`src/rtl/core/gbp_pkg.sv`:
```
// Shared types, constants and lookup functions for the G-code block parser.
`timescale 1ns / 1ps

package gbp_pkg;

    // word kinds
    localparam logic [3:0] KIND_NONE = 4'd0;
    localparam logic [3:0] KIND_SKIP = 4'd1;
    localparam logic [3:0] KIND_G    = 4'd2;
    localparam logic [3:0] KIND_M    = 4'd3;
    localparam logic [3:0] KIND_NUM  = 4'd4;

    // block codes
    localparam logic [2:0] CODE_G0  = 3'd0;
    localparam logic [2:0] CODE_G1  = 3'd1;
    localparam logic [2:0] CODE_G4  = 3'd2;
    localparam logic [2:0] CODE_G28 = 3'd3;
    localparam logic [2:0] CODE_M0  = 3'd4;
    localparam logic [2:0] CODE_M2  = 3'd5;
    localparam logic [2:0] CODE_M3  = 3'd6;
    localparam logic [2:0] CODE_M5  = 3'd7;

    // characters
    localparam logic [7:0] CH_SPACE = 8'h20;
    localparam logic [7:0] CH_TAB   = 8'h09;
    localparam logic [7:0] CH_CR    = 8'h0D;
    localparam logic [7:0] CH_PLUS  = 8'h2B;
    localparam logic [7:0] CH_MINUS = 8'h2D;
    localparam logic [7:0] CH_POINT = 8'h2E;
    localparam logic [7:0] CH_ZERO  = 8'h30;
    localparam logic [7:0] CH_NINE  = 8'h39;
    localparam logic [7:0] CH_G     = 8'h47;
    localparam logic [7:0] CH_M     = 8'h4D;

    // value slots
    localparam logic [2:0] SLOT_F = 3'd5;
    localparam logic [2:0] SLOT_P = 3'd6;
    localparam logic [2:0] SLOT_S = 3'd7;
    localparam int VALUE_SLOTS = 8;
    localparam int AXIS_COUNT  = 5;

    // pending flag layout
    localparam int PEND_W     = 13;
    localparam int PEND_CODE  = 0;
    localparam int PEND_COORD = 1;
    localparam int PEND_FEED  = 6;
    localparam int PEND_DWELL = 11;
    localparam int PEND_POWER = 12;

    // characters-after-letter counts
    localparam logic [2:0] CM_ONE_DIGIT   = 3'd1;
    localparam logic [2:0] CM_TWO_DIGITS  = 3'd2;
    localparam logic [2:0] CM_CODE_DIGITS = 3'd3;
    localparam logic [2:0] CM_MAX         = 3'd7;
    localparam int G28_NUMBER = 28;

    localparam int POW_W = 20;

    typedef struct packed {
        logic neg;
        logic point;
        logic stopped;
    } num_flags_t;

    typedef struct packed {
        logic       valid;
        logic [3:0] kind;
        logic [2:0] code_match;
        logic       neg;
    } word_close_t;

    typedef struct packed {
        logic       hit;
        logic [2:0] idx;
    } slot_hit_t;

    typedef struct packed {
        logic       hit;
        logic [2:0] code;
    } code_hit_t;

    function automatic logic [POW_W-1:0] pow_ten(input logic [2:0] n);
        logic [POW_W-1:0] p;
        unique case (n)
            3'd0:    p = POW_W'(1);
            3'd1:    p = POW_W'(10);
            3'd2:    p = POW_W'(100);
            3'd3:    p = POW_W'(1000);
            3'd4:    p = POW_W'(10000);
            3'd5:    p = POW_W'(100000);
            3'd6:    p = POW_W'(1000000);
            default: p = POW_W'(1);
        endcase
        return p;
    endfunction

    function automatic slot_hit_t letter_slot(input logic [7:0] c);
        slot_hit_t r;
        r.hit = 1'b1;
        unique case (c)
            8'h58:   r.idx = 3'd0;  // X
            8'h59:   r.idx = 3'd1;  // Y
            8'h5A:   r.idx = 3'd2;  // Z
            8'h41:   r.idx = 3'd3;  // A
            8'h42:   r.idx = 3'd4;  // B
            8'h46:   r.idx = SLOT_F;
            8'h50:   r.idx = SLOT_P;
            8'h53:   r.idx = SLOT_S;
            default: begin
                r.hit = 1'b0;
                r.idx = 3'd0;
            end
        endcase
        return r;
    endfunction

    function automatic code_hit_t code_lookup(input logic is_m, input logic [3:0] d);
        code_hit_t r;
        r.hit  = 1'b1;
        r.code = CODE_G0;
        if (!is_m) begin
            unique case (d)
                4'd0:    r.code = CODE_G0;
                4'd1:    r.code = CODE_G1;
                4'd4:    r.code = CODE_G4;
                default: r.hit = 1'b0;
            endcase
        end else begin
            unique case (d)
                4'd0:    r.code = CODE_M0;
                4'd2:    r.code = CODE_M2;
                4'd3:    r.code = CODE_M3;
                4'd5:    r.code = CODE_M5;
                default: r.hit = 1'b0;
            endcase
        end
        return r;
    endfunction

endpackage

```
`src/rtl/core/gbp_word_parser.sv`:
```
// Per-character word tracking: word kind, code digits and decimal accumulate.
`timescale 1ns / 1ps

module gbp_word_parser import gbp_pkg::*; #(
    parameter int FRAC_DIGITS = 3,
    parameter int VALUE_WIDTH = 32
) (
    input  logic                   aclk,
    input  logic                   aresetn,
    input  logic                   char_en,
    input  logic [7:0]             char_code,
    input  logic                   line_end,
    output word_close_t            close_info,
    output logic [VALUE_WIDTH-1:0] close_acc
);

    localparam int SUM_W = (VALUE_WIDTH + 4 > 26) ? VALUE_WIDTH + 4 : 26;
    localparam logic [POW_W-1:0] INT_SCALE = pow_ten(3'(FRAC_DIGITS));
    localparam logic [SUM_W-1:0] MAG_TOP   = SUM_W'(1) << (VALUE_WIDTH - 1);
    localparam logic [2:0]       FRAC_TOP  = 3'(FRAC_DIGITS);
    localparam logic [2:0]       FRAC_LAST = 3'(FRAC_DIGITS - 1);

    logic [3:0]             kind_reg, kind_next, kind_p;
    logic [2:0]             cm_reg, cm_p;
    logic [VALUE_WIDTH-1:0] acc_reg, acc_p;
    logic [2:0]             fc_reg, fc_p;
    num_flags_t             flags_reg, flags_p;

    slot_hit_t              slot;
    logic                   is_sep, is_digit;
    logic [3:0]             digit;
    logic [SUM_W-1:0]       acc_ext, times_ten, int_sum, frac_sum;
    logic [SUM_W-1:0]       mag_limit, num_sum, num_sat;

    always_comb begin
        slot     = letter_slot(char_code);
        is_sep   = (char_code == CH_SPACE) || (char_code >= CH_TAB && char_code <= CH_CR);
        is_digit = (char_code >= CH_ZERO) && (char_code <= CH_NINE);
        digit    = char_code[3:0];

        acc_ext   = SUM_W'(acc_reg);
        times_ten = (acc_ext << 3) + (acc_ext << 1);
        int_sum   = times_ten + SUM_W'(digit) * SUM_W'(INT_SCALE);
        frac_sum  = acc_ext + SUM_W'(digit) * SUM_W'(pow_ten(FRAC_LAST - fc_reg));
        mag_limit = flags_reg.neg ? MAG_TOP : MAG_TOP - SUM_W'(1);
        num_sum   = flags_reg.point ? ((fc_reg < FRAC_TOP) ? frac_sum : acc_ext) : int_sum;
        num_sat   = (num_sum > mag_limit) ? mag_limit : num_sum;

        kind_p  = kind_reg;
        cm_p    = cm_reg;
        acc_p   = acc_reg;
        fc_p    = fc_reg;
        flags_p = flags_reg;

        if (!is_sep) begin
            if (kind_reg == KIND_NONE) begin
                cm_p    = '0;
                acc_p   = '0;
                fc_p    = '0;
                flags_p = '0;
                priority if (char_code == CH_G) begin
                    kind_p = KIND_G;
                end else if (char_code == CH_M) begin
                    kind_p = KIND_M;
                end else if (slot.hit) begin
                    kind_p = KIND_NUM + {1'b0, slot.idx};
                end else begin
                    kind_p = KIND_SKIP;
                end
            end else if (kind_reg == KIND_G || kind_reg == KIND_M) begin
                if (is_digit) begin
                    if (cm_reg < CM_CODE_DIGITS) begin
                        acc_p = VALUE_WIDTH'(times_ten + SUM_W'(digit));
                    end
                end else begin
                    kind_p = KIND_SKIP;
                end
                if (cm_reg != CM_MAX) begin
                    cm_p = cm_reg + 3'd1;
                end
            end else if (kind_reg >= KIND_NUM) begin
                if (cm_reg != CM_MAX) begin
                    cm_p = cm_reg + 3'd1;
                end
                if (!flags_reg.stopped) begin
                    priority if (cm_reg == '0 &&
                                 (char_code == CH_MINUS || char_code == CH_PLUS)) begin
                        flags_p.neg = (char_code == CH_MINUS);
                    end else if (char_code == CH_POINT && !flags_reg.point) begin
                        flags_p.point = 1'b1;
                    end else if (is_digit) begin
                        acc_p = VALUE_WIDTH'(num_sat);
                        if (flags_reg.point && fc_reg < FRAC_TOP) begin
                            fc_p = fc_reg + 3'd1;
                        end
                    end else begin
                        flags_p.stopped = 1'b1;
                    end
                end
            end
        end

        kind_next = (is_sep || line_end) ? KIND_NONE : kind_p;

        // separator closes the open word; line end closes the word just extended
        close_info.valid      = char_en && (is_sep || line_end) && (kind_p != KIND_NONE);
        close_info.kind       = kind_p;
        close_info.code_match = cm_p;
        close_info.neg        = flags_p.neg;
        close_acc             = acc_p;
    end

    always_ff @(posedge aclk) begin
        if (!aresetn) begin
            kind_reg  <= KIND_NONE;
            cm_reg    <= '0;
            acc_reg   <= '0;
            fc_reg    <= '0;
            flags_reg <= '0;
        end else if (char_en) begin
            kind_reg  <= kind_next;
            cm_reg    <= cm_p;
            acc_reg   <= acc_p;
            fc_reg    <= fc_p;
            flags_reg <= flags_p;
        end
    end

endmodule

```
`src/rtl/core/gbp_block_hold.sv`:
```
// Held block: applies closed words to code, pending flags and values.
`timescale 1ns / 1ps

module gbp_block_hold import gbp_pkg::*; #(
    parameter int VALUE_WIDTH = 32
) (
    input  logic                   aclk,
    input  logic                   aresetn,
    input  word_close_t            close_info,
    input  logic [VALUE_WIDTH-1:0] close_acc,
    input  logic                   line_accept,
    output logic [2:0]             res_code,
    output logic [PEND_W-1:0]      res_pending,
    output logic [VALUE_WIDTH-1:0] res_values [VALUE_SLOTS]
);

    logic [2:0]             code_reg, code_pre;
    logic [PEND_W-1:0]      pend_reg, pend_pre;
    logic [VALUE_WIDTH-1:0] values_reg [VALUE_SLOTS];
    logic [VALUE_WIDTH-1:0] values_pre [VALUE_SLOTS];

    logic                   is_code, is_m;
    code_hit_t              mapped;
    logic [2:0]             slot;
    logic [VALUE_WIDTH-1:0] signed_val;
    logic [AXIS_COUNT-1:0]  axes;

    always_comb begin
        code_pre   = code_reg;
        pend_pre   = pend_reg;
        values_pre = values_reg;

        is_code    = (close_info.kind == KIND_G) || (close_info.kind == KIND_M);
        is_m       = (close_info.kind == KIND_M);
        mapped     = code_lookup(is_m, close_acc[3:0]);
        slot       = 3'(close_info.kind - KIND_NUM);
        signed_val = close_info.neg ? (VALUE_WIDTH'(0) - close_acc) : close_acc;
        axes       = pend_reg[PEND_COORD +: AXIS_COUNT];

        if (close_info.valid) begin
            if (is_code) begin
                if (close_info.code_match == CM_ONE_DIGIT) begin
                    if (mapped.hit) begin
                        code_pre            = mapped.code;
                        pend_pre[PEND_CODE] = 1'b1;
                    end
                end else if (close_info.code_match == CM_TWO_DIGITS && !is_m &&
                             close_acc == VALUE_WIDTH'(G28_NUMBER)) begin
                    code_pre            = CODE_G28;
                    pend_pre[PEND_CODE] = 1'b1;
                end
            end else if (close_info.kind >= KIND_NUM) begin
                if (slot < SLOT_F) begin
                    values_pre[slot]            = signed_val;
                    pend_pre[PEND_COORD + slot] = 1'b1;
                end else if (slot == SLOT_F) begin
                    // feed only lands on axes already given a coordinate
                    if (axes != '0) begin
                        values_pre[SLOT_F] = signed_val;
                        pend_pre[PEND_FEED +: AXIS_COUNT] =
                            pend_reg[PEND_FEED +: AXIS_COUNT] | axes;
                    end
                end else if (slot == SLOT_P) begin
                    values_pre[SLOT_P]   = signed_val;
                    pend_pre[PEND_DWELL] = 1'b1;
                end else begin
                    values_pre[SLOT_S]   = signed_val;
                    pend_pre[PEND_POWER] = 1'b1;
                end
            end
        end

        res_code    = code_pre;
        res_pending = pend_pre;
        res_values  = values_pre;
    end

    always_ff @(posedge aclk) begin
        if (!aresetn || line_accept) begin
            code_reg <= '0;
            pend_reg <= '0;
            for (int i = 0; i < VALUE_SLOTS; i++) begin
                values_reg[i] <= '0;
            end
        end else begin
            code_reg   <= code_pre;
            pend_reg   <= pend_pre;
            values_reg <= values_pre;
        end
    end

endmodule

```
`src/rtl/core/gcode_block_parser.sv`:
```
// Top level of the G-code block parser: handshake, parser and result register.
`timescale 1ns / 1ps

// Takes one character word per cycle on the s_ channel and splits the line into
// whitespace-separated G, M, X, Y, Z, A, B, F, P and S words. The parsed block for
// a line appears on the m_ channel in the cycle after the character flagged with
// s_line_end is accepted, and sits in the result register until taken. Characters
// keep flowing while a block waits there; only a further line-ending character is
// held off until the waiting block is taken.
// The per-cycle path is set by the decimal accumulate: multiply by ten, add the
// scaled digit, saturate, then sign and store into the held block.
// Values are signed fixed point with FRAC_DIGITS fraction digits, VALUE_WIDTH wide.

module gcode_block_parser import gbp_pkg::*; #(
    parameter int FRAC_DIGITS = 3,
    parameter int VALUE_WIDTH = 32
) (
    input  logic                          aclk,
    input  logic                          aresetn,

    input  logic                          s_valid,
    output logic                          s_ready,
    input  logic [7:0]                    s_char_code,
    input  logic                          s_line_end,

    output logic                          m_valid,
    input  logic                          m_ready,
    output logic [2:0]                    m_block_code,
    output logic [PEND_W-1:0]             m_pending_flags,
    output logic signed [VALUE_WIDTH-1:0] m_x_target,
    output logic signed [VALUE_WIDTH-1:0] m_y_target,
    output logic signed [VALUE_WIDTH-1:0] m_z_target,
    output logic signed [VALUE_WIDTH-1:0] m_a_target,
    output logic signed [VALUE_WIDTH-1:0] m_b_target,
    output logic signed [VALUE_WIDTH-1:0] m_feed_rate,
    output logic signed [VALUE_WIDTH-1:0] m_dwell_time,
    output logic signed [VALUE_WIDTH-1:0] m_laser_power
);

    logic                   accept, line_accept;
    word_close_t            close_info;
    logic [VALUE_WIDTH-1:0] close_acc;

    logic [2:0]             res_code;
    logic [PEND_W-1:0]      res_pending;
    logic [VALUE_WIDTH-1:0] res_values [VALUE_SLOTS];

    logic                   m_valid_reg, m_valid_next;
    logic [2:0]             m_code_reg;
    logic [PEND_W-1:0]      m_pend_reg;
    logic [VALUE_WIDTH-1:0] m_values_reg [VALUE_SLOTS];

    assign s_ready     = !m_valid_reg || m_ready || !s_line_end;
    assign accept      = s_valid && s_ready;
    assign line_accept = accept && s_line_end;

    gbp_word_parser #(
        .FRAC_DIGITS (FRAC_DIGITS),
        .VALUE_WIDTH (VALUE_WIDTH)
    ) u_word_parser (
        .aclk       (aclk),
        .aresetn    (aresetn),
        .char_en    (accept),
        .char_code  (s_char_code),
        .line_end   (s_line_end),
        .close_info (close_info),
        .close_acc  (close_acc)
    );

    gbp_block_hold #(
        .VALUE_WIDTH (VALUE_WIDTH)
    ) u_block_hold (
        .aclk        (aclk),
        .aresetn     (aresetn),
        .close_info  (close_info),
        .close_acc   (close_acc),
        .line_accept (line_accept),
        .res_code    (res_code),
        .res_pending (res_pending),
        .res_values  (res_values)
    );

    always_comb begin
        m_valid_next = m_valid_reg;
        if (line_accept) begin
            m_valid_next = 1'b1;
        end else if (m_ready) begin
            m_valid_next = 1'b0;
        end
    end

    always_ff @(posedge aclk) begin
        if (!aresetn) begin
            m_valid_reg <= 1'b0;
        end else begin
            m_valid_reg <= m_valid_next;
        end
    end

    always_ff @(posedge aclk) begin
        if (line_accept) begin
            m_code_reg   <= res_code;
            m_pend_reg   <= res_pending;
            m_values_reg <= res_values;
        end
    end

    assign m_valid         = m_valid_reg;
    assign m_block_code    = m_code_reg;
    assign m_pending_flags = m_pend_reg;
    assign m_x_target      = m_values_reg[0];
    assign m_y_target      = m_values_reg[1];
    assign m_z_target      = m_values_reg[2];
    assign m_a_target      = m_values_reg[3];
    assign m_b_target      = m_values_reg[4];
    assign m_feed_rate     = m_values_reg[SLOT_F];
    assign m_dwell_time    = m_values_reg[SLOT_P];
    assign m_laser_power   = m_values_reg[SLOT_S];

    a_line_gives_block: assert property (@(posedge aclk) disable iff (!aresetn)
        line_accept |=> m_valid)
        else $error("line end accepted but no block presented");

    a_no_overwrite: assert property (@(posedge aclk) disable iff (!aresetn)
        (m_valid && !m_ready && s_line_end) |-> !s_ready)
        else $error("line end accepted over an untaken block");

    a_feed_needs_axis: assert property (@(posedge aclk) disable iff (!aresetn)
        m_valid |-> ((m_pending_flags[PEND_FEED +: AXIS_COUNT] &
                      ~m_pending_flags[PEND_COORD +: AXIS_COUNT]) == '0))
        else $error("feed flagged on an axis without a coordinate");

    a_code_zero_idle: assert property (@(posedge aclk) disable iff (!aresetn)
        (m_valid && !m_pending_flags[PEND_CODE]) |-> (m_block_code == CODE_G0))
        else $error("block code set without code pending");

endmodule

```
`config.mk`:
```
export PLATFORM = sky130hd
export DESIGN_NAME = gcode_block_parser
export DESIGN_NICKNAME = d
export VERILOG_FILES = /design/src/rtl/core/gbp_pkg.sv /design/src/rtl/core/gbp_word_parser.sv /design/src/rtl/core/gbp_block_hold.sv /design/src/rtl/core/gcode_block_parser.sv
export SDC_FILE = /design/constraint.sdc
export NUM_CORES = 1
export LEC_CHECK = 0
export ABC_AREA = 1
export BUFFER_PORTS_ARGS = -buffer_cell sky130_fd_sc_hd__buf_2
export CAP_MARGIN = 20
export CORE_ASPECT_RATIO = 1.4
export CORE_UTILIZATION = 40
export CTS_CLUSTER_DIAMETER = 100
export CTS_CLUSTER_SIZE = 24
export DETAILED_ROUTE_END_ITERATION = 12
export HOLD_SLACK_MARGIN = 0.1
export PLACE_DENSITY = 0.65
export SETUP_SLACK_MARGIN = 0.2
export SYNTH_ARGS = -nofsm -noshare
export SYNTH_HDL_FRONTEND = slang
export SYNTH_HIERARCHICAL = 1
export SYNTH_SLANG_ARGS = --single-unit
```
`constraint.sdc`:
```
create_clock -name aclk -period 11.4 [get_ports aclk]
set_input_delay 2.85 -clock aclk [delete_from_list [all_inputs] [get_ports aclk]]
set_output_delay 2.85 -clock aclk [all_outputs]
set_load 0.02 [all_outputs]
```
==> out/results.env <==
POWER.SWITCHING_mW=1.75
FIN_WORST_SKEW_PS=46.5
ROUTE.FINAL.WIRE_LENGTH_MM=116
OUTCOME='finished, final reports clean'
CRITICAL-PATH-SLOWEST-CELL='sky130_fd_sc_hd__fa_1'
FIRST_PASS_ITERS=6
CRITPATHKIND='input pin to flop'
REPORT.FINAL.SETUP_VIOL=0
SETUP_TOTAL_NEGATIVE_SLACK_PS=0
TIMING.CRITICAL_PATH.SLOWEST_CELL_DELAY_PS=550
TIMING.CRITICAL_PATH.MODE_CELL='sky130_fd_sc_hd__nand2_1'
NUMBER_OF_GLOBAL_ROUTE_VIAS_BEFORE_REPAIR=29152
PORT_BUFFERS=286
CORE-AREA_UM2=86000
GP_CONGESTION=0.941
SYNTH_EDF_COUNT=272
SW_FRAC_OF_TOTAL=0.349
CLOCK_SINK_COUNT=590
DRT_DRC_VIOLATIONS_LEFT=0
PLACE_AREA_UM2=38800
MAPPEDNETLISTNETS=4828
DETAIL_ROUTE.ITER0.VIOLATIONS=2109
FP.DIEW_UM=251
FINALINSTANCEAREA_UM2=39700
CRITICAL_PATH_REQUIRED_TIME_PS=11810
CRITICAL_PATH_ARRIVAL_PS=10960
NUM_VIAS=31291
SYNTH.CELL_AREA_UM2=34800
MAXCAPVIOLATIONS=0
RSZ_0062_RAISED_AFTER_GLOBAL_ROUTING='no'
YS_WARN_COUNT=6
SYN_AREA_PER_CELL_UM2=7.55
SYNTH-SEQ-CELLS=590
NUMBER_OF_NETS_IN_THE_FINISHED_DESIGN=5193
POST_CTS.REPAIR.SETUP_BUFFERS=0
DESIGN.PORTCOUNT=287
MAX_SLEW_MARGIN=0.241
CRITICAL_PATH.ENDPOINT_TYPE='flop'
ANTENNA_FOUND_INITIAL=1
STATIC-LEAKAGE-POWER_nW=20.0
GLOBAL_ROUTE.USAGE.TOTAL=0.257
SYNTH_FF_TYPE='sky130_fd_sc_hd__dfxtp_1'
CTS-ROOT-TO-SINK-BUFFERS=3
CRIT_PATH_MAX_FANOUT=17
ANTENNA_CELLS_INSERTED=0
CLKSLEWWORSTSETUPHOLDPATHS_PS=90
GLOBALROUTEOVERFLOWTOTAL=0
DETAIL_ROUTE.VIAS_PER_CELL=5.08
CTS_TREE='built'
DRT.ANTENNA.VIOLATING_NETS=0
CLOCK_TREE.ROOT_CELL='sky130_fd_sc_hd__clkbuf_16'
YOSYSSEQAREASHARE=0.418
ROWS=127
SHARE_SEQ_OF_TOTAL_POWER=0.458
FINALCRITICALPERIOD_PS=10540
SYNTHTOLAYOUTAREAGROWTH_PCT=14.1
LARGEST_NET_DEGREE_AT_THE_START_OF_GLOBAL_ROUTING=154
DIEAREA_UM2=88200
CLKLATENCYLATEPIN_PS=650
HTREEDEPTH=1
WORST-SLEW-PIN-TRANSITION_PS=1140
POST_SYNTH_NUM_CELL_TYPES=64
POWER.IR.VDD_WORST_mV=0.111
FMAX_GHz=0.0948
AVERAGE_WIRE_LENGTH_PER_CELL_AFTER_DETAIL_ROUTING_UM=18.9
PWR-SHARE-COMB=0.294
INITIAL_UTILIZATION=0.405
SYNTH-ASYNC-RESET-RATIO=0
P_PER_AREA_nW_PER_UM2=126
HOLD_VIOLATIONS=0
CTS_MADE_BUFFERS=30
GRT_PASS1_WL_MM=173
SYNTH_CELLS=4609
DETAILED_PLACE_HPWL_MM=88.4
TIMING.FINAL.MAX_SLEW_VIOLATIONS=0
CP-START-KIND='input pin'
CLOCK_POWER_SHARE=0.248
WORSTHOLDPATHTYPE='flop to flop'
CHIPHEIGHT_UM=351
FINAL_PERIOD_UTIL=0.925
DRIVE_ABOVE_1_SHARE=0.163
CELLINTERNALPOWER_mW=3.26
LARGEST_REGISTER_FFS=256
==> path summary, 6_finish.rpt <==
path                                              from  slack, ps  cells past startpoint                                  end
setup / recovery                        s_char_code[1]        860                     49           m_dwell_time[25]$_DFFE_PP_
setup reg to reg  u_word_parser/fc_reg[0]$_SDFFE_PN0P_       1930                     53           m_dwell_time[25]$_DFFE_PP_
hold reg to reg    u_block_hold/pend_reg[8]$_SDFF_PP0_        460                      2  u_block_hold/pend_reg[8]$_SDFF_PP0_
hold / removal     u_block_hold/pend_reg[8]$_SDFF_PP0_        460                      2  u_block_hold/pend_reg[8]$_SDFF_PP0_
==> power groups by stage <==
stage,Sequential (mW),Clock [mW],Combinational (mW)
6_report,2.29,1.24,1.47
3_3_place_gp,2.34,0,1.45
4_1_cts,2.29,1.28,1.46
5_1_grt,2.30,1.34,1.62
2_1_floorplan,2.38,0,0.880
3_5_place_dp,2.34,0,1.46
==> per-stage QoR <==
stage / worst slack [ps] / hold slack, ps / cells / total power, mW / util
6_report: 855 / 464 / 6159 / 5.01 / 0.462
5_1_grt: 212 / 482 / 6159 / 5.25 / 0.462
4_1_cts: 939 / 465 / 6159 / 5.03 / 0.462
3_5_place_dp: 259 / 451 / 6103 / 3.80 / 0.451
3_3_place_gp: 305 / 442 / 6103 / 3.79 / 0.451
2_1_floorplan: 1160 / 436 / 4609 / 3.26 / -
==> synth_stat cells, types with 21 or more instances <==
cell | instances | area [um^2]
sky130_fd_sc_hd__nand2_1 | 1258 | 4720
sky130_fd_sc_hd__inv_1 | 679 | 2550
sky130_fd_sc_hd__nor2_1 | 400 | 1500
sky130_fd_sc_hd__a21oi_1 | 371 | 1860
sky130_fd_sc_hd__nand3_1 | 331 | 1660
sky130_fd_sc_hd__dfxtp_1 | 318 | 6370
sky130_fd_sc_hd__edfxtp_1 | 272 | 8170
sky130_fd_sc_hd__ha_1 | 146 | 1830
sky130_fd_sc_hd__or2_2 | 133 | 832
sky130_fd_sc_hd__o21ai_0 | 111 | 556
sky130_fd_sc_hd__clkbuf_1 | 91 | 342
sky130_fd_sc_hd__fa_1 | 60 | 1200
sky130_fd_sc_hd__nand3_2 | 38 | 380
sky130_fd_sc_hd__buf_2 | 36 | 180
sky130_fd_sc_hd__nor3_1 | 36 | 180
sky130_fd_sc_hd__nand4_1 | 33 | 206
sky130_fd_sc_hd__nand2_2 | 32 | 200
sky130_fd_sc_hd__and2_1 | 27 | 169
sky130_fd_sc_hd__a211oi_1 | 24 | 180
sky130_fd_sc_hd__inv_2 | 21 | 78.8
==> final cells by class <==
type | count | area, um^2
well taps | 1161 | 1450
inverters | 706 | 2670
clock buffers | 52 | 855
flip-flops and latches | 590 | 14500
multi-input cells | 3164 | 17000
fillers | 8608 | 46200
clock inverters | 4 | 68.8
repair buffers | 482 | 3190
==> cell usage in the layout, fill, tap and decap left out, types with 5 or more instances in the layout <==
master / count
sky130_fd_sc_hd__o21ai_0: 110
sky130_fd_sc_hd__xnor2_1: 10
sky130_fd_sc_hd__o21ai_1: 6
sky130_fd_sc_hd__xor2_1: 16
sky130_fd_sc_hd__clkbuf_1: 21
sky130_fd_sc_hd__nor2_2: 16
sky130_fd_sc_hd__clkbuf_16: 31
sky130_fd_sc_hd__a32oi_1: 7
sky130_fd_sc_hd__a211oi_1: 24
sky130_fd_sc_hd__nor2_4: 18
sky130_fd_sc_hd__inv_2: 24
sky130_fd_sc_hd__fa_1: 60
sky130_fd_sc_hd__nand4_1: 33
sky130_fd_sc_hd__buf_12: 23
sky130_fd_sc_hd__and2_1: 27
sky130_fd_sc_hd__o21a_1: 5
sky130_fd_sc_hd__nor2_1: 398
sky130_fd_sc_hd__nand3_1: 331
sky130_fd_sc_hd__or2_2: 133
sky130_fd_sc_hd__a21oi_1: 369
sky130_fd_sc_hd__ha_1: 146
sky130_fd_sc_hd__o211ai_1: 15
sky130_fd_sc_hd__nor3_1: 36
sky130_fd_sc_hd__nand2_4: 6
sky130_fd_sc_hd__nand2_1: 1258
sky130_fd_sc_hd__a31oi_1: 9
sky130_fd_sc_hd__nand2_2: 32
sky130_fd_sc_hd__edfxtp_1: 272
sky130_fd_sc_hd__a21o_1: 7
sky130_fd_sc_hd__nand3_2: 38
sky130_fd_sc_hd__buf_2: 286
sky130_fd_sc_hd__dfxtp_1: 318
sky130_fd_sc_hd__inv_1: 676
sky130_fd_sc_hd__o21ai_2: 8
sky130_fd_sc_hd__buf_4: 173
==> kinds of logic (layout without fill, tap and decap cells) <==
logic type,count (synthesis),in the layout,synth area share
compound gates,585,585,0.0923
fa+ha+maj,206,206,0.0870
simple gates,2342,2342,0.297
flops,590,590,0.418
xor+xnor,31,31,0.00920
buf+inv,855,1244,0.0967
==> critical path, delay by kind of cell <==
family / cells / cell delay, ps
simple gates: 25 / 3140
fa+ha+maj: 5 / 2230
compound gates: 7 / 1210
buf+inv: 12 / 1500
==> metal layers <==
layer  GRT usage  part of all wire  up-vias
li1            -                 -    15454
met1       0.301              0.39    14607
met2       0.472              0.51      997
met3      0.0186             0.049      233
met4       0.127             0.053        0
met5           0                 0        -
==> what timing repair did <==
item / CTS / global route
hold buffers: 0 / 0
gates resized for setup: 0 / 2
setup endpoints to repair: 0 / 91
(Power assumes the default switching activity.)
